==> src/hdl/ifu_pkg.sv <==
package ifu_pkg;

  typedef enum logic [1:0] {
    LEN_FIX = 2'd0,
    LEN_V2  = 2'd1,
    LEN_V4  = 2'd2
  } len_mode_e;

  typedef enum logic [1:0] {
    KIND_BCD_R = 2'd0,
    KIND_BCD_L = 2'd1,
    KIND_BIN   = 2'd2,
    KIND_ASC   = 2'd3
  } kind_e;

  typedef enum logic [1:0] {
    PART_PREFIX  = 2'd0,
    PART_CONTENT = 2'd1,
    PART_PAD     = 2'd2,
    PART_STRAY   = 2'd3
  } part_e;

  localparam int unsigned FieldW = 7;
  localparam int unsigned CountW = 15;
  localparam int unsigned LenW   = 14;
  localparam int unsigned MaxW   = 10;
  localparam int unsigned LastField = 64;

  typedef struct packed {
    len_mode_e         mode;
    kind_e             kind;
    logic [MaxW-1:0]   max_len;
  } rule_t;

  typedef struct packed {
    logic [FieldW-1:0] field_number;
    logic [3:0]        nibble;
    part_e             part;
    kind_e             content_kind;
    logic              field_end;
    logic              message_end;
    logic              over_limit;
  } ifu_result_t;

  function automatic rule_t ifu_rule(input logic [FieldW-1:0] f);
    rule_t r;
    r = '{LEN_FIX, KIND_BCD_R, 10'd0};
    case (f)
      7'd0:    r = '{LEN_FIX, KIND_BCD_R, 10'd4};
      7'd1:    r = '{LEN_FIX, KIND_BCD_R, 10'd16};
      7'd2:    r = '{LEN_V2,  KIND_BCD_L, 10'd19};
      7'd3:    r = '{LEN_FIX, KIND_BCD_R, 10'd6};
      7'd4:    r = '{LEN_FIX, KIND_BCD_R, 10'd12};
      7'd11:   r = '{LEN_FIX, KIND_BCD_R, 10'd6};
      7'd12:   r = '{LEN_FIX, KIND_BCD_R, 10'd6};
      7'd13:   r = '{LEN_FIX, KIND_BCD_R, 10'd4};
      7'd14:   r = '{LEN_FIX, KIND_BCD_R, 10'd4};
      7'd15:   r = '{LEN_FIX, KIND_BCD_R, 10'd4};
      7'd22:   r = '{LEN_FIX, KIND_BCD_L, 10'd3};
      7'd23:   r = '{LEN_FIX, KIND_BCD_R, 10'd4};
      7'd25:   r = '{LEN_FIX, KIND_BCD_R, 10'd2};
      7'd26:   r = '{LEN_FIX, KIND_BCD_R, 10'd2};
      7'd32:   r = '{LEN_V2,  KIND_BCD_R, 10'd11};
      7'd35:   r = '{LEN_V2,  KIND_BCD_L, 10'd37};
      7'd36:   r = '{LEN_V4,  KIND_BCD_L, 10'd104};
      7'd37:   r = '{LEN_FIX, KIND_BIN,   10'd12};
      7'd38:   r = '{LEN_FIX, KIND_BIN,   10'd6};
      7'd39:   r = '{LEN_FIX, KIND_BIN,   10'd2};
      7'd41:   r = '{LEN_FIX, KIND_BIN,   10'd8};
      7'd42:   r = '{LEN_FIX, KIND_BIN,   10'd15};
      7'd44:   r = '{LEN_V2,  KIND_BIN,   10'd25};
      7'd45:   r = '{LEN_V2,  KIND_BIN,   10'd38};
      7'd48:   r = '{LEN_V4,  KIND_BCD_L, 10'd322};
      7'd49:   r = '{LEN_FIX, KIND_BIN,   10'd3};
      7'd52:   r = '{LEN_FIX, KIND_ASC,   10'd8};
      7'd53:   r = '{LEN_FIX, KIND_BCD_R, 10'd16};
      7'd54:   r = '{LEN_V4,  KIND_BIN,   10'd20};
      7'd55:   r = '{LEN_V4,  KIND_ASC,   10'd255};
      7'd56:   r = '{LEN_V4,  KIND_ASC,   10'd999};
      7'd57:   r = '{LEN_V4,  KIND_ASC,   10'd999};
      7'd58:   r = '{LEN_V4,  KIND_BIN,   10'd100};
      7'd60:   r = '{LEN_V4,  KIND_BCD_L, 10'd17};
      7'd61:   r = '{LEN_V4,  KIND_BCD_L, 10'd29};
      7'd62:   r = '{LEN_V4,  KIND_ASC,   10'd512};
      7'd63:   r = '{LEN_V4,  KIND_BIN,   10'd163};
      7'd64:   r = '{LEN_FIX, KIND_BCD_R, 10'd8};
      default: r = '{LEN_FIX, KIND_BCD_R, 10'd0};
    endcase
    return r;
  endfunction

  // Bit k-1 set when field k occupies at least one nibble.
  function automatic logic [LastField-1:0] ifu_nonempty_mask();
    logic [LastField-1:0] m;
    rule_t r;
    m = '0;
    for (int k = 1; k <= LastField; k++) begin
      r = ifu_rule(FieldW'(k));
      m[k-1] = (r.mode != LEN_FIX) || (r.max_len != '0);
    end
    return m;
  endfunction

  function automatic logic [CountW-1:0] ifu_content_nibbles(input logic [LenW-1:0] len,
                                                             input kind_e kind);
    logic [CountW-1:0] n;
    case (kind)
      KIND_BCD_R: n = {1'b0, len};
      KIND_BCD_L: n = {1'b0, len} + {{(CountW-1){1'b0}}, len[0]};
      default:    n = {len, 1'b0};
    endcase
    return n;
  endfunction

endpackage

==> src/hdl/ifu_in_if.sv <==
interface ifu_in_if;
  logic       valid;
  logic       ready;
  logic [3:0] digit;
  logic       first;

  modport source (output valid, output digit, output first, input ready);
  modport sink (input valid, input digit, input first, output ready);
endinterface

==> src/hdl/ifu_out_if.sv <==
interface ifu_out_if;
  logic       valid;
  logic       ready;
  logic [6:0] field_number;
  logic [3:0] nibble;
  logic [1:0] part;
  logic [1:0] content_kind;
  logic       field_end;
  logic       message_end;
  logic       over_limit;

  modport source (output valid, output field_number, output nibble, output part,
                  output content_kind, output field_end, output message_end,
                  output over_limit, input ready);
  modport sink (input valid, input field_number, input nibble, input part,
                input content_kind, input field_end, input message_end,
                input over_limit, output ready);
endinterface

==> src/hdl/ifu_front.sv <==
module ifu_front (
  input  logic                 clk_i,
  input  logic                 rst_ni,
  input  logic                 accept_i,
  input  logic [3:0]           digit_i,
  input  logic                 first_i,
  output ifu_pkg::ifu_result_t result_o
);
  import ifu_pkg::*;

  typedef enum logic [2:0] {
    PH_IDLE, PH_MTYPE, PH_BITMAP, PH_PREFIX, PH_CONTENT, PH_DONE
  } phase_e;

  localparam logic [LastField-1:0] NonemptyMask = ifu_nonempty_mask();

  phase_e               phase_q, phase_d;
  logic [FieldW-1:0]    field_q, field_d;
  logic [LastField-1:0] map_q, map_d;
  logic [CountW-1:0]    count_q, count_d;
  logic [LenW-1:0]      len_q, len_d;
  logic                 stop_q, stop_d;

  logic [FieldW-1:0]    safe_field;
  rule_t                cur_rule;
  rule_t                next_rule;
  logic [CountW-1:0]    total;
  logic [CountW-1:0]    need;
  logic [3:0]           rev_digit;
  logic                 do_adv;
  logic [LastField-1:0] cand;
  logic [FieldW-1:0]    next_field;
  ifu_result_t          res;

  assign rev_digit = {digit_i[0], digit_i[1], digit_i[2], digit_i[3]};

  always_comb begin
    phase_d = first_i ? PH_MTYPE : phase_q;
    field_d = first_i ? '0 : field_q;
    map_d   = first_i ? '0 : map_q;
    count_d = first_i ? '0 : count_q;
    len_d   = first_i ? '0 : len_q;
    stop_d  = first_i ? 1'b0 : stop_q;

    res              = '0;
    res.nibble       = digit_i;
    res.part         = PART_STRAY;
    res.content_kind = KIND_BCD_R;
    do_adv           = 1'b0;

    safe_field = (field_d > FieldW'(LastField)) ? '0 : field_d;
    cur_rule   = ifu_rule(safe_field);
    need       = (cur_rule.mode == LEN_V2) ? CountW'(2) : CountW'(4);
    total      = '0;

    case (phase_d)
      PH_MTYPE: begin
        res.part = PART_CONTENT;
        count_d  = count_d + 1'b1;
        if (count_d >= CountW'(4)) begin
          res.field_end = 1'b1;
          phase_d       = PH_BITMAP;
          count_d       = '0;
        end
      end
      PH_BITMAP: begin
        res.field_number = FieldW'(1);
        res.part         = PART_CONTENT;
        map_d   = map_d | ({{(LastField-4){1'b0}}, rev_digit} << {count_d[3:0], 2'b00});
        count_d = count_d + 1'b1;
        if (count_d >= CountW'(16)) begin
          res.field_end = 1'b1;
          field_d       = FieldW'(1);
          do_adv        = 1'b1;
        end
      end
      PH_PREFIX: begin
        res.field_number = safe_field;
        res.part         = PART_PREFIX;
        res.content_kind = cur_rule.kind;
        if (!stop_d && digit_i < 4'd10) begin
          len_d = (len_d << 3) + (len_d << 1) + LenW'(digit_i);
        end else begin
          stop_d = 1'b1;
        end
        count_d = count_d + 1'b1;
        if (count_d >= need) begin
          total          = ifu_content_nibbles(len_d, cur_rule.kind);
          res.over_limit = len_d > LenW'(cur_rule.max_len);
          if (total == '0) begin
            res.field_end = 1'b1;
            do_adv        = 1'b1;
          end else begin
            count_d = total;
            phase_d = PH_CONTENT;
          end
        end
      end
      PH_CONTENT: begin
        res.field_number = safe_field;
        res.content_kind = cur_rule.kind;
        res.part = (cur_rule.kind == KIND_BCD_L && len_d[0] && count_d == CountW'(1))
                   ? PART_PAD : PART_CONTENT;
        res.over_limit = (cur_rule.mode != LEN_FIX) && (len_d > LenW'(cur_rule.max_len));
        if (count_d != '0) count_d = count_d - 1'b1;
        if (count_d == '0) begin
          res.field_end = 1'b1;
          do_adv        = 1'b1;
        end
      end
      PH_DONE: begin
        phase_d = PH_DONE;
      end
      default: begin
        phase_d = PH_IDLE;
      end
    endcase

    // Lowest present, nonempty field above the current one.
    cand = map_d & NonemptyMask &
           ~((LastField'(1) << (field_d > FieldW'(LastField) ? '0 : field_d)) - LastField'(1));
    next_field = '0;
    for (int i = LastField - 1; i >= 0; i--) begin
      if (cand[i]) next_field = FieldW'(i + 1);
    end
    next_rule = ifu_rule(next_field);

    if (do_adv) begin
      if (next_field == '0) begin
        phase_d         = PH_DONE;
        res.message_end = 1'b1;
      end else begin
        field_d = next_field;
        stop_d  = 1'b0;
        if (next_rule.mode == LEN_FIX) begin
          len_d   = LenW'(next_rule.max_len);
          count_d = ifu_content_nibbles(LenW'(next_rule.max_len), next_rule.kind);
          phase_d = PH_CONTENT;
        end else begin
          len_d   = '0;
          count_d = '0;
          phase_d = PH_PREFIX;
        end
      end
    end
  end

  assign result_o = res;

  always_ff @(posedge clk_i or negedge rst_ni) begin
    if (!rst_ni) begin
      phase_q <= PH_IDLE;
      field_q <= '0;
      map_q   <= '0;
      count_q <= '0;
      len_q   <= '0;
      stop_q  <= 1'b0;
    end else if (accept_i) begin
      phase_q <= phase_d;
      field_q <= field_d;
      map_q   <= map_d;
      count_q <= count_d;
      len_q   <= len_d;
      stop_q  <= stop_d;
    end
  end

endmodule

==> src/hdl/ifu_queue.sv <==
module ifu_queue (
  input  logic                 clk_i,
  input  logic                 rst_ni,
  input  logic                 push_i,
  input  ifu_pkg::ifu_result_t push_data_i,
  output logic                 full_o,
  output logic                 pop_valid_o,
  input  logic                 pop_ready_i,
  output ifu_pkg::ifu_result_t pop_data_o
);
  import ifu_pkg::*;

  ifu_result_t mem_q [2];
  logic        wr_q, rd_q;
  logic [1:0]  count_q;
  logic        pop;

  assign full_o      = count_q == 2'd2;
  assign pop_valid_o = count_q != 2'd0;
  assign pop_data_o  = mem_q[rd_q];
  assign pop         = pop_valid_o && pop_ready_i;

  always_ff @(posedge clk_i) begin
    if (push_i) mem_q[wr_q] <= push_data_i;
  end

  always_ff @(posedge clk_i or negedge rst_ni) begin
    if (!rst_ni) begin
      wr_q    <= 1'b0;
      rd_q    <= 1'b0;
      count_q <= 2'd0;
    end else begin
      if (push_i) wr_q <= ~wr_q;
      if (pop) rd_q <= ~rd_q;
      case ({push_i, pop})
        2'b10:   count_q <= count_q + 2'd1;
        2'b01:   count_q <= count_q - 2'd1;
        default: count_q <= count_q;
      endcase
    end
  end

endmodule

==> src/hdl/iso8583_field_unpacker.sv <==
// Output: a nibble accepted at a clock edge is written into the queue and shows on the output
//   channel right after that edge when the output side is idle.
// Throughput: one nibble per cycle while the queue has room; the parse loop (next-field
//   search, decimal accumulate) is combinational; a 2-entry queue absorbs output stalls.
// Reset: asynchronous, active low; clears the parse to waiting for a first nibble and
//   empties the queue.
module iso8583_field_unpacker (
  input  logic       clk_i,
  input  logic       rst_ni,
  ifu_in_if.sink     in_i,
  ifu_out_if.source  out_o
);
  import ifu_pkg::*;

  logic        full;
  logic        accept;
  ifu_result_t front_res;
  ifu_result_t head;

  // Take a nibble whenever the queue has room; ready does not look at the output's ready.
  assign in_i.ready = ~full;
  assign accept     = in_i.valid & in_i.ready;

  // Front: classify each nibble against the running parse state.
  ifu_front u_front (
    .clk_i    (clk_i),
    .rst_ni   (rst_ni),
    .accept_i (accept),
    .digit_i  (in_i.digit),
    .first_i  (in_i.first),
    .result_o (front_res)
  );

  // Back: hold tagged items until the consumer takes them.
  ifu_queue u_queue (
    .clk_i       (clk_i),
    .rst_ni      (rst_ni),
    .push_i      (accept),
    .push_data_i (front_res),
    .full_o      (full),
    .pop_valid_o (out_o.valid),
    .pop_ready_i (out_o.ready),
    .pop_data_o  (head)
  );

  // Unpack the head item onto the output channel.
  assign out_o.field_number = head.field_number;
  assign out_o.nibble       = head.nibble;
  assign out_o.part         = head.part;
  assign out_o.content_kind = head.content_kind;
  assign out_o.field_end    = head.field_end;
  assign out_o.message_end  = head.message_end;
  assign out_o.over_limit   = head.over_limit;

endmodule

==> src/flat_wrapper.sv <==
// flat-port wrapper written by rule: the top's interface ports become plain ports
module iso8583_field_unpacker_flat import ifu_pkg::*;
  (clk_i, rst_ni, in_i_valid, in_i_digit, in_i_first, in_i_ready, out_o_valid, out_o_field_number, out_o_nibble, out_o_part, out_o_content_kind, out_o_field_end, out_o_message_end, out_o_over_limit, out_o_ready);
  ifu_in_if in_i_i ();
  ifu_out_if out_o_i ();
  input  logic clk_i;
  input  logic rst_ni;
  input wire logic [$bits(in_i_i.valid)-1:0] in_i_valid;
  input wire logic [$bits(in_i_i.digit)-1:0] in_i_digit;
  input wire logic [$bits(in_i_i.first)-1:0] in_i_first;
  output wire logic [$bits(in_i_i.ready)-1:0] in_i_ready;
  output wire logic [$bits(out_o_i.valid)-1:0] out_o_valid;
  output wire logic [$bits(out_o_i.field_number)-1:0] out_o_field_number;
  output wire logic [$bits(out_o_i.nibble)-1:0] out_o_nibble;
  output wire logic [$bits(out_o_i.part)-1:0] out_o_part;
  output wire logic [$bits(out_o_i.content_kind)-1:0] out_o_content_kind;
  output wire logic [$bits(out_o_i.field_end)-1:0] out_o_field_end;
  output wire logic [$bits(out_o_i.message_end)-1:0] out_o_message_end;
  output wire logic [$bits(out_o_i.over_limit)-1:0] out_o_over_limit;
  input wire logic [$bits(out_o_i.ready)-1:0] out_o_ready;
  assign in_i_i.valid = in_i_valid;
  assign in_i_i.digit = in_i_digit;
  assign in_i_i.first = in_i_first;
  assign in_i_ready = in_i_i.ready;
  assign out_o_valid = out_o_i.valid;
  assign out_o_field_number = out_o_i.field_number;
  assign out_o_nibble = out_o_i.nibble;
  assign out_o_part = out_o_i.part;
  assign out_o_content_kind = out_o_i.content_kind;
  assign out_o_field_end = out_o_i.field_end;
  assign out_o_message_end = out_o_i.message_end;
  assign out_o_over_limit = out_o_i.over_limit;
  assign out_o_i.ready = out_o_ready;
  iso8583_field_unpacker u_core (.clk_i(clk_i), .rst_ni(rst_ni), .in_i(in_i_i), .out_o(out_o_i));
endmodule
==> config.mk <==
export PLATFORM = sky130hd
export DESIGN_NAME = iso8583_field_unpacker_flat
export DESIGN_NICKNAME = d
export VERILOG_FILES = /design/src/hdl/ifu_pkg.sv /design/src/hdl/ifu_in_if.sv /design/src/hdl/ifu_out_if.sv /design/src/hdl/ifu_front.sv /design/src/hdl/ifu_queue.sv /design/src/hdl/iso8583_field_unpacker.sv /design/src/flat_wrapper.sv
export SDC_FILE = /design/constraint.sdc
export NUM_CORES = 1
export LEC_CHECK = 0
export ABC_AREA = 1
export BUFFER_PORTS_ARGS = -buffer_cell sky130_fd_sc_hd__clkbuf_2
export CORE_MARGIN = 10
export CORE_UTILIZATION = 62
export DETAILED_ROUTE_END_ITERATION = 10
export PLACE_DENSITY_LB_ADDON = 0.3
export SYNTH_ARGS = -nofsm -noshare
export SYNTH_HDL_FRONTEND = slang
export SYNTH_SLANG_ARGS = --single-unit
==> constraint.sdc <==
create_clock -name clk_i -period 7.8 [get_ports clk_i]
set_input_delay 0.78 -clock clk_i [delete_from_list [all_inputs] [get_ports clk_i]]
set_output_delay 0.78 -clock clk_i [all_outputs]
set_load 0.05 [all_outputs]
==> Word-level counts from Yosys, hierarchy flattened <==
Memories as Yosys holds them, arrays and structs flattened.
Cells that the tools add are included.
{ "word_totals": {"regBits": 108, "ram_bits": 36, "mem_bits_ro": 3584, "inputBits": 9, "out_inout_bits": 20, "word_cells": 195, "n_memories": 3} }
{ "op_classes": {"n_addsub": 9, "order_cmp": 8, "eq_ne": 12, "shifts": 2, "n_mux": 126, "n_bitwise": 7, "reduce_logical": 19} }
{ "memory_table": {"columns": ["memory", "depth", "width", "rd", "rd_ports_with_merged_regs", "write_ports", "line_no", "text"], "rows": [
  ["(no name shown)", 128, 14, 1, 0, 0, "ifu_pkg.sv:48", "case (f)"],
  ["(no name shown)", 128, 14, 1, 0, 0, "ifu_pkg.sv:48", null],
  ["u_core.u_queue.mem_q", 2, 18, 1, 0, 1, "ifu_queue.sv:13", "ifu_result_t mem_q [2];"]
]} }
{ "ops": {"columns": ["op", "n"], "rows": [
  ["2-to-1 mux 7 bit", 71],
  ["2-to-1 mux 15 bit", 11],
  ["2-to-1 mux 64 bit", 2],
  ["2-to-1 mux 14 bit", 6],
  ["AND 64 bit", 1],
  ["NOT 64 bit", 1],
  ["OR 64 bit", 1],
  ["left shift 1 x 7 -> 64 bit, first input constant", 1],
  ["left shift 4 x 6 -> 64 bit", 1],
  ["subtractor 64 x 1 -> 64 bit, second input constant", 1],
  ["case mux 15 bit (4 select lines)", 1],
  ["zero test 15 bit", 2],
  ["case mux 15 bit (2 select lines)", 1],
  ["greater-than comparator 14 x 10 -> 1 bit", 2],
  ["2-to-1 mux 3 bit", 8],
  ["case mux 11 bit (2 select lines)", 1],
  ["adder 14 x 1 -> 15 bit", 1],
  ["adder 15 x 1 -> 15 bit, second input constant", 1],
  ["equality test 15 x 1 -> 1 bit, second input constant", 1],
  ["greater-or-equal comparator 15 x 3 -> 1 bit", 1],
  ["greater-or-equal comparator 15 x 3 -> 1 bit, second input constant", 1],
  ["greater-or-equal comparator 15 x 5 -> 1 bit, second input constant", 1],
  ["2-to-1 mux 1 bit", 15],
  ["nonzero test 15 bit", 1],
  ["30 further kinds", 50]
]} }

==> Logic depth before layout (Yosys ltp) <==
An unclocked memory read counts as a cell.
{ "depth": {"word_depth": 81, "ltp_mapped": 79} }

==> Hierarchy <==
A second synthesis with hierarchy kept.
{ "unflattened": {"cells_unflattened": 2120, "hier_area_um2": 13227.7} }
{ "modules_own_cells": {"columns": ["module", "n_inst", "cells_each", "area_per_inst_um2"], "rows": [
  ["ifu_front", 1, 1995, 11662.4],
  ["ifu_queue", 1, 122, 1551.5],
  ["iso8583_field_unpacker", 1, 3, 13.8]
]} }

==> Worst setup path after synthesis <==
No wires, ideal clock.
{ "synth_path": {"path_type": "input to register", "startpoint": "input in_i_first", "endpoint": "register u_core.u_front.count_q[8]", "t_arrival_ns": 7.408, "t_required_ns": 7.723, "slack_ns": 0.314, "stages": 69, "cell_sequence": "buf_2 > clkbuf_1 > nor2_1 > ha_1 > nand4_1 > nor2_2 > nand2_1 > xor2_1 > nand3_1 > nor2_2 > nand2_2 > nand2_8 > buf_8 > nand2_2 > a31oi_1 > nor2_1 > nand2_1 > ha_1 > (+33 left out) > nand2_1 > inv_1 > ha_1 > inv_1 > nor2_2 > nand2_1 > nand2_1 > nand2_1 > a21oi_1 > nand2_1 > inv_1 > ha_1 > nand2_2 > nor2_1 > nand2_1 > o21bai_1 > nand2_1 > a21oi_1"} }
{ "synth_via": {"elab_chain_len": 81} }
{ "synth_lines": {"columns": ["item", "line_no", "text"], "rows": [
  ["start: declaration", "flat_wrapper.sv:10", "input wire logic [$bits(in_i_i.first)-1:0] in_i_first;"],
  ["2-to-1 mux 15 bit", "ifu_front.sv:41", "count_d = first_i ? '0 : count_q;"],
  ["adder 15 x 1 -> 15 bit", "ifu_front.sv:59, ifu_front.sv:70, ifu_front.sv:86", null],
  ["greater-or-equal comparator 15 x 5 -> 1 bit", "ifu_front.sv:71", "if (count_d >= CountW'(16)) begin"],
  ["2-to-1 mux 7 bit", "ifu_front.sv:71", null],
  ["2-to-1 mux 7 bit", "ifu_front.sv:56", "case (phase_d)"],
  ["greater-than comparator 7 bit", "ifu_front.sv:121", "~((LastField'(1) << (field_d > FieldW'(LastField) ? '0 : field_d)) - LastField'(1));"],
  ["2-to-1 mux 7 bit", "ifu_front.sv:121", null],
  ["left shift 1 x 7 -> 64 bit", "ifu_front.sv:121", null],
  ["(+2 left out)", null, null],
  ["AND 64 bit", "ifu_front.sv:120", "cand = map_d & NonemptyMask &"],
  ["2-to-1 mux 7 bit (64 in a row)", "ifu_front.sv:124", "if (cand[i]) next_field = FieldW'(i + 1);"],
  ["memory (128 x 14 bit)", null, null],
  ["adder 10 x 1 -> 11 bit, or another cell as far along", "ifu_pkg.sv:109", "KIND_BCD_L: n = {1'b0, len} + {{(CountW-1){1'b0}}, len[0]};"],
  ["case mux 11 bit (2 select lines)", "ifu_pkg.sv:107", "case (kind)"],
  ["2-to-1 mux 15 bit", "ifu_front.sv:135", "if (next_rule.mode == LEN_FIX) begin"],
  ["2-to-1 mux 15 bit", "ifu_front.sv:129", "if (next_field == '0) begin"],
  ["2-to-1 mux 15 bit *", "ifu_front.sv:128", "if (do_adv) begin"],
  ["end signal: assignment", "ifu_front.sv:162", "count_q <= count_d;"],
  ["end: declaration", "ifu_front.sv:20", "logic [CountW-1:0] count_q, count_d;"]
]} }
Every way passes the cells marked *; elsewhere a longest branch is shown, timed or not. The select of a mux whose other input is x is not followed.
A chain may end at the register's enable or synchronous reset.

==> Final worst setup path <==
{ "layout_path": {"startpoint": "input in_i_first", "endpoint": "register u_core.u_front.count_q[1]"} }
The elaborated chain is that of the path after synthesis.

==> impl_metrics.py <==
metrics = {
    "run_status": {
        "outcome": "finished, final reports clean",
    },
    "cts": {
        "clock-sinks": 117,
        "clockBufferDepth": 2,
        "worstSkewPairLatency_ns": 0.44,
        "htree_num_levels": 4,
        "cts_made_buffers": 17,
        "clock-root-buffer": "clkbuf_16",
        "cts.clk_slew.worst_paths_ns": 0.06,
        "cts_hold_buf": 0,
        "tritoncts": "done",
    },
    "hold_path": {
        "min_path_type": "flop to flop",
        "holdPathStages": 2,
    },
    "critical_path": {
        "arrival_ns": 7.70,
        "cp_num_buf_inv": 9,
        "crit_family": "simple AND/OR/NAND/NOR gates",
        "crit_path_top_delay_cell": "a2111oi_0",
        "worst-path-stages": 37,
        "r2r_cells": 60,
        "end_kind": "flop",
        "cp-start-kind": "primary input",
        "critPathMostFrequentCell": "nand2_1",
        "cp_max_fo": 24,
        "cp.required_ns": 8.08,
        "crit_type": "primary input to flop",
        "critical_path.max_stage_delay_ns": 0.78,
    },
    "grt": {
        "first_global_vias": 13800,
        "grt_max_degree": 82,
        "grt_use_total_pct": 32.8,
        "antenna_found_initial": 0,
        "grt_pass1_wl_mm": 71.0,
        "overflow": 0,
    },
    "synthesis": {
        "syn_inst": 2060,
        "yosys.area_share.xor_xnor_pct": 1.98,
        "synth_area_um2": 12800,
        "netlist-cell-type-count": 72,
        "synth.area.mux_share_pct": 0,
        "synth_compound_area_share_pct": 18.5,
        "yosys.area_share.adder_pct": 6.75,
        "ys_warn_count": 0,
        "synthFlopType": "dfrtp_1",
        "yosysSeqAreaShare_pct": 24.2,
        "post_synth_and_or_nand_nor_area_fraction_pct": 37.2,
        "syn_nets": 2137,
        "synth_top_family_by_area": "simple AND/OR/NAND/NOR gates",
        "synth_seq_cells": 117,
        "synth_edf_count": 36,
        "synth-async-reset-ratio_pct": 69.2,
        "avgSynthCellArea_um2": 6.23,
    },
    "place": {
        "gp_congestion": 1.07,
        "pre_cts_ws_ns": -0.106,
        "port_buffers": 28,
        "placed_cell_area_um2": 13700,
        "dp_hpwl_mm": 34.8,
    },
    "timing": {
        "final_hold_viol_count": 0,
        "final-setup-viol-count": 0,
        "drv_slew": 0,
        "finalClockSkew_ns": 0.00655,
        "hold_ws_ns": 0.488,
        "setup_slack_ns": 0.379,
        "slew_headroom_pct": 25.5,
        "period_minus_slack_ns": 7.42,
        "tns_ns": 0,
        "max_freq_ghz": 0.135,
        "tightestPinTransition_ns": 1.12,
        "fin_crit_sh_pct": 95.1,
    },
    "layout": {
        "num_antenna_cells": 0,
        "drive_gt1_share_pct": 15.2,
        "fill_cells": 1685,
        "synthToLayoutAreaGrowth_pct": 14.7,
        "finish.instance_area_um2": 14700,
        "layout.nets": 2224,
    },
    "die": {
        "initial_core_util_pct": 63.2,
        "io_pins": 29,
        "row_count": 52,
        "core_area_um2": 20300,
        "die_w_um": 164,
        "die_area_um2": 26900,
        "die_y_um": 164,
    },
    "routing": {
        "dr_total_vias": 15200,
        "ant_nets": 0,
        "wl_per_cell_um": 18.9,
        "wl_mm": 45.9,
        "first_pass_iters": 9,
        "drc": 0,
        "drt_iter0_drc": 2317,
        "viasPerCell": 6.27,
    },
    "power": {
        "p_leak_nw": 7.24,
        "power.total_mw": 7.22,
        "power_density_nw_per_um2": 491,
        "ir_worst_vdd_mv": 0.535,
    },
    "job": {
        "maxCapViolCount": 0,
    },
}
-- tightest hold or removal path, stage by stage, from the launching register on --
cell	delay, ns
dfrtp_1	0.35
nand2_1	0.05
o31ai_1	0.05
-- cells in the mapped netlist, types with 13 or more instances --
cell	number	area share (%)
nand4_1	36	1.8
o21ai_0	142	5.5
nand2_2	13	0.63
inv_2	22	0.64
nand3_1	142	5.5
a21oi_1	84	3.3
xor2_1	21	1.4
ha_1	66	6.4
o22ai_1	43	2.1
nand2_1	519	15
edfxtp_1	36	8.4
inv_1	264	7.7
nor3_1	28	1.1
o21ai_1	27	1.1
dfrtp_1	81	16
a22oi_1	14	0.82
clkbuf_1	36	1.1
nor2_2	21	1.0
nor2_1	265	7.8
-- state kept, by name, summed over array words and instances (netlist names) --
name / flops
u_core.u_front.count_q: 15
u_core.u_front.field_q: 7
u_core.u_front.len_q: 14
u_core.u_front.map_q: 37
u_core.u_front.phase_q: 3
u_core.u_front.stop_q: 1
u_core.u_queue.count_q: 2
u_core.u_queue.mem_q: 36
u_core.u_queue.rd_q: 1
u_core.u_queue.wr_q: 1
-- worst paths after layout --
path                                                          end                              startpoint  slack [ns]
max                         u_core.u_front.count_q[1]$_DFFE_PN0P_                              in_i_first        0.38
min                        u_core.u_front.count_q[14]$_DFFE_PN0P_  u_core.u_front.count_q[14]$_DFFE_PN0P_        0.49
max reg2reg                 u_core.u_front.count_q[5]$_DFFE_PN0P_   u_core.u_front.count_q[1]$_DFFE_PN0P_        0.44
min reg2reg                u_core.u_front.count_q[14]$_DFFE_PN0P_  u_core.u_front.count_q[14]$_DFFE_PN0P_        0.49
max in group asynchronous   u_core.u_front.count_q[1]$_DFFE_PN0P_                                  rst_ni        6.49
min in group asynchronous    u_core.u_front.len_q[11]$_DFFE_PN0P_                                  rst_ni        0.53
-- cells by family (layout without fill, tap and decap cells) --
| logic type | Yosys count | in the layout |
|---|---|---|
| AO/OA/AOI/OAI | 398 | 398 |
| XOR/XNOR | 29 | 29 |
| adder cells (fa/ha/maj) | 68 | 68 |
| buffers and inverters | 367 | 466 |
| flip-flops | 117 | 117 |
| AND/OR/NAND/NOR | 1081 | 1082 |
-- power breakdown --
part           total (mW)  internal [mW]  switching [mW]  leakage, nW
Combinational        5.49           1.84            3.65         5.57
Sequential          0.949          0.825           0.123         1.40
Clock               0.785          0.470           0.314        0.272
-- per-stage QoR --
step	util [%]	std cells
2_1_floorplan	-	2060
3_3_place_gp	67.6	2385
3_5_place_dp	67.6	2385
4_1_cts	70.5	2417
5_1_grt	72.5	2430
6_report	72.5	2430
-- area by class of cell --
cell class,instances,area (µm²),area share [%]
Clock buffer,17,425,2.89
Clock inverter,15,156,1.06
Inverter,299,1130,7.69
Multi-Input combinational cell,1577,8560,58.2
Sequential cell,117,3110,21.1
Tap cell,270,338,2.30
Timing Repair Buffer,135,990,6.73
-- layer usage --
metal | global-route usage, % | share of wire [%]
met4 | 14.7 | 4.7
met3 | 8.31 | 13
met1 | 42.6 | 38
met2 | 50.6 | 44
met5 | 0 | 0
-- layout by cell type, fill, tap and decap left out, drive strengths merged, types with 9 or more instances in the layout --
cell and instances:
nand3 152, a22oi 14, a31oi 9, nand2 539, inv 292, clkbuf 44, buf 108, o31ai 10
clkinv 15, or2 9, o21ai 170, o221ai 12, xor2 21, nand4 36, edfxtp 36, nor2 292
o22ai 43, nor3 34, ha 66, nor4 9, dfrtp 81, o32ai 9, a21oi 86
-- what timing repair did --
item	CTS	global route
setup buffers	0	12
endpoints found under the setup margin	0	42
gates resized for setup	0	81
Note: power is estimated with default switching activity, not from simulation.
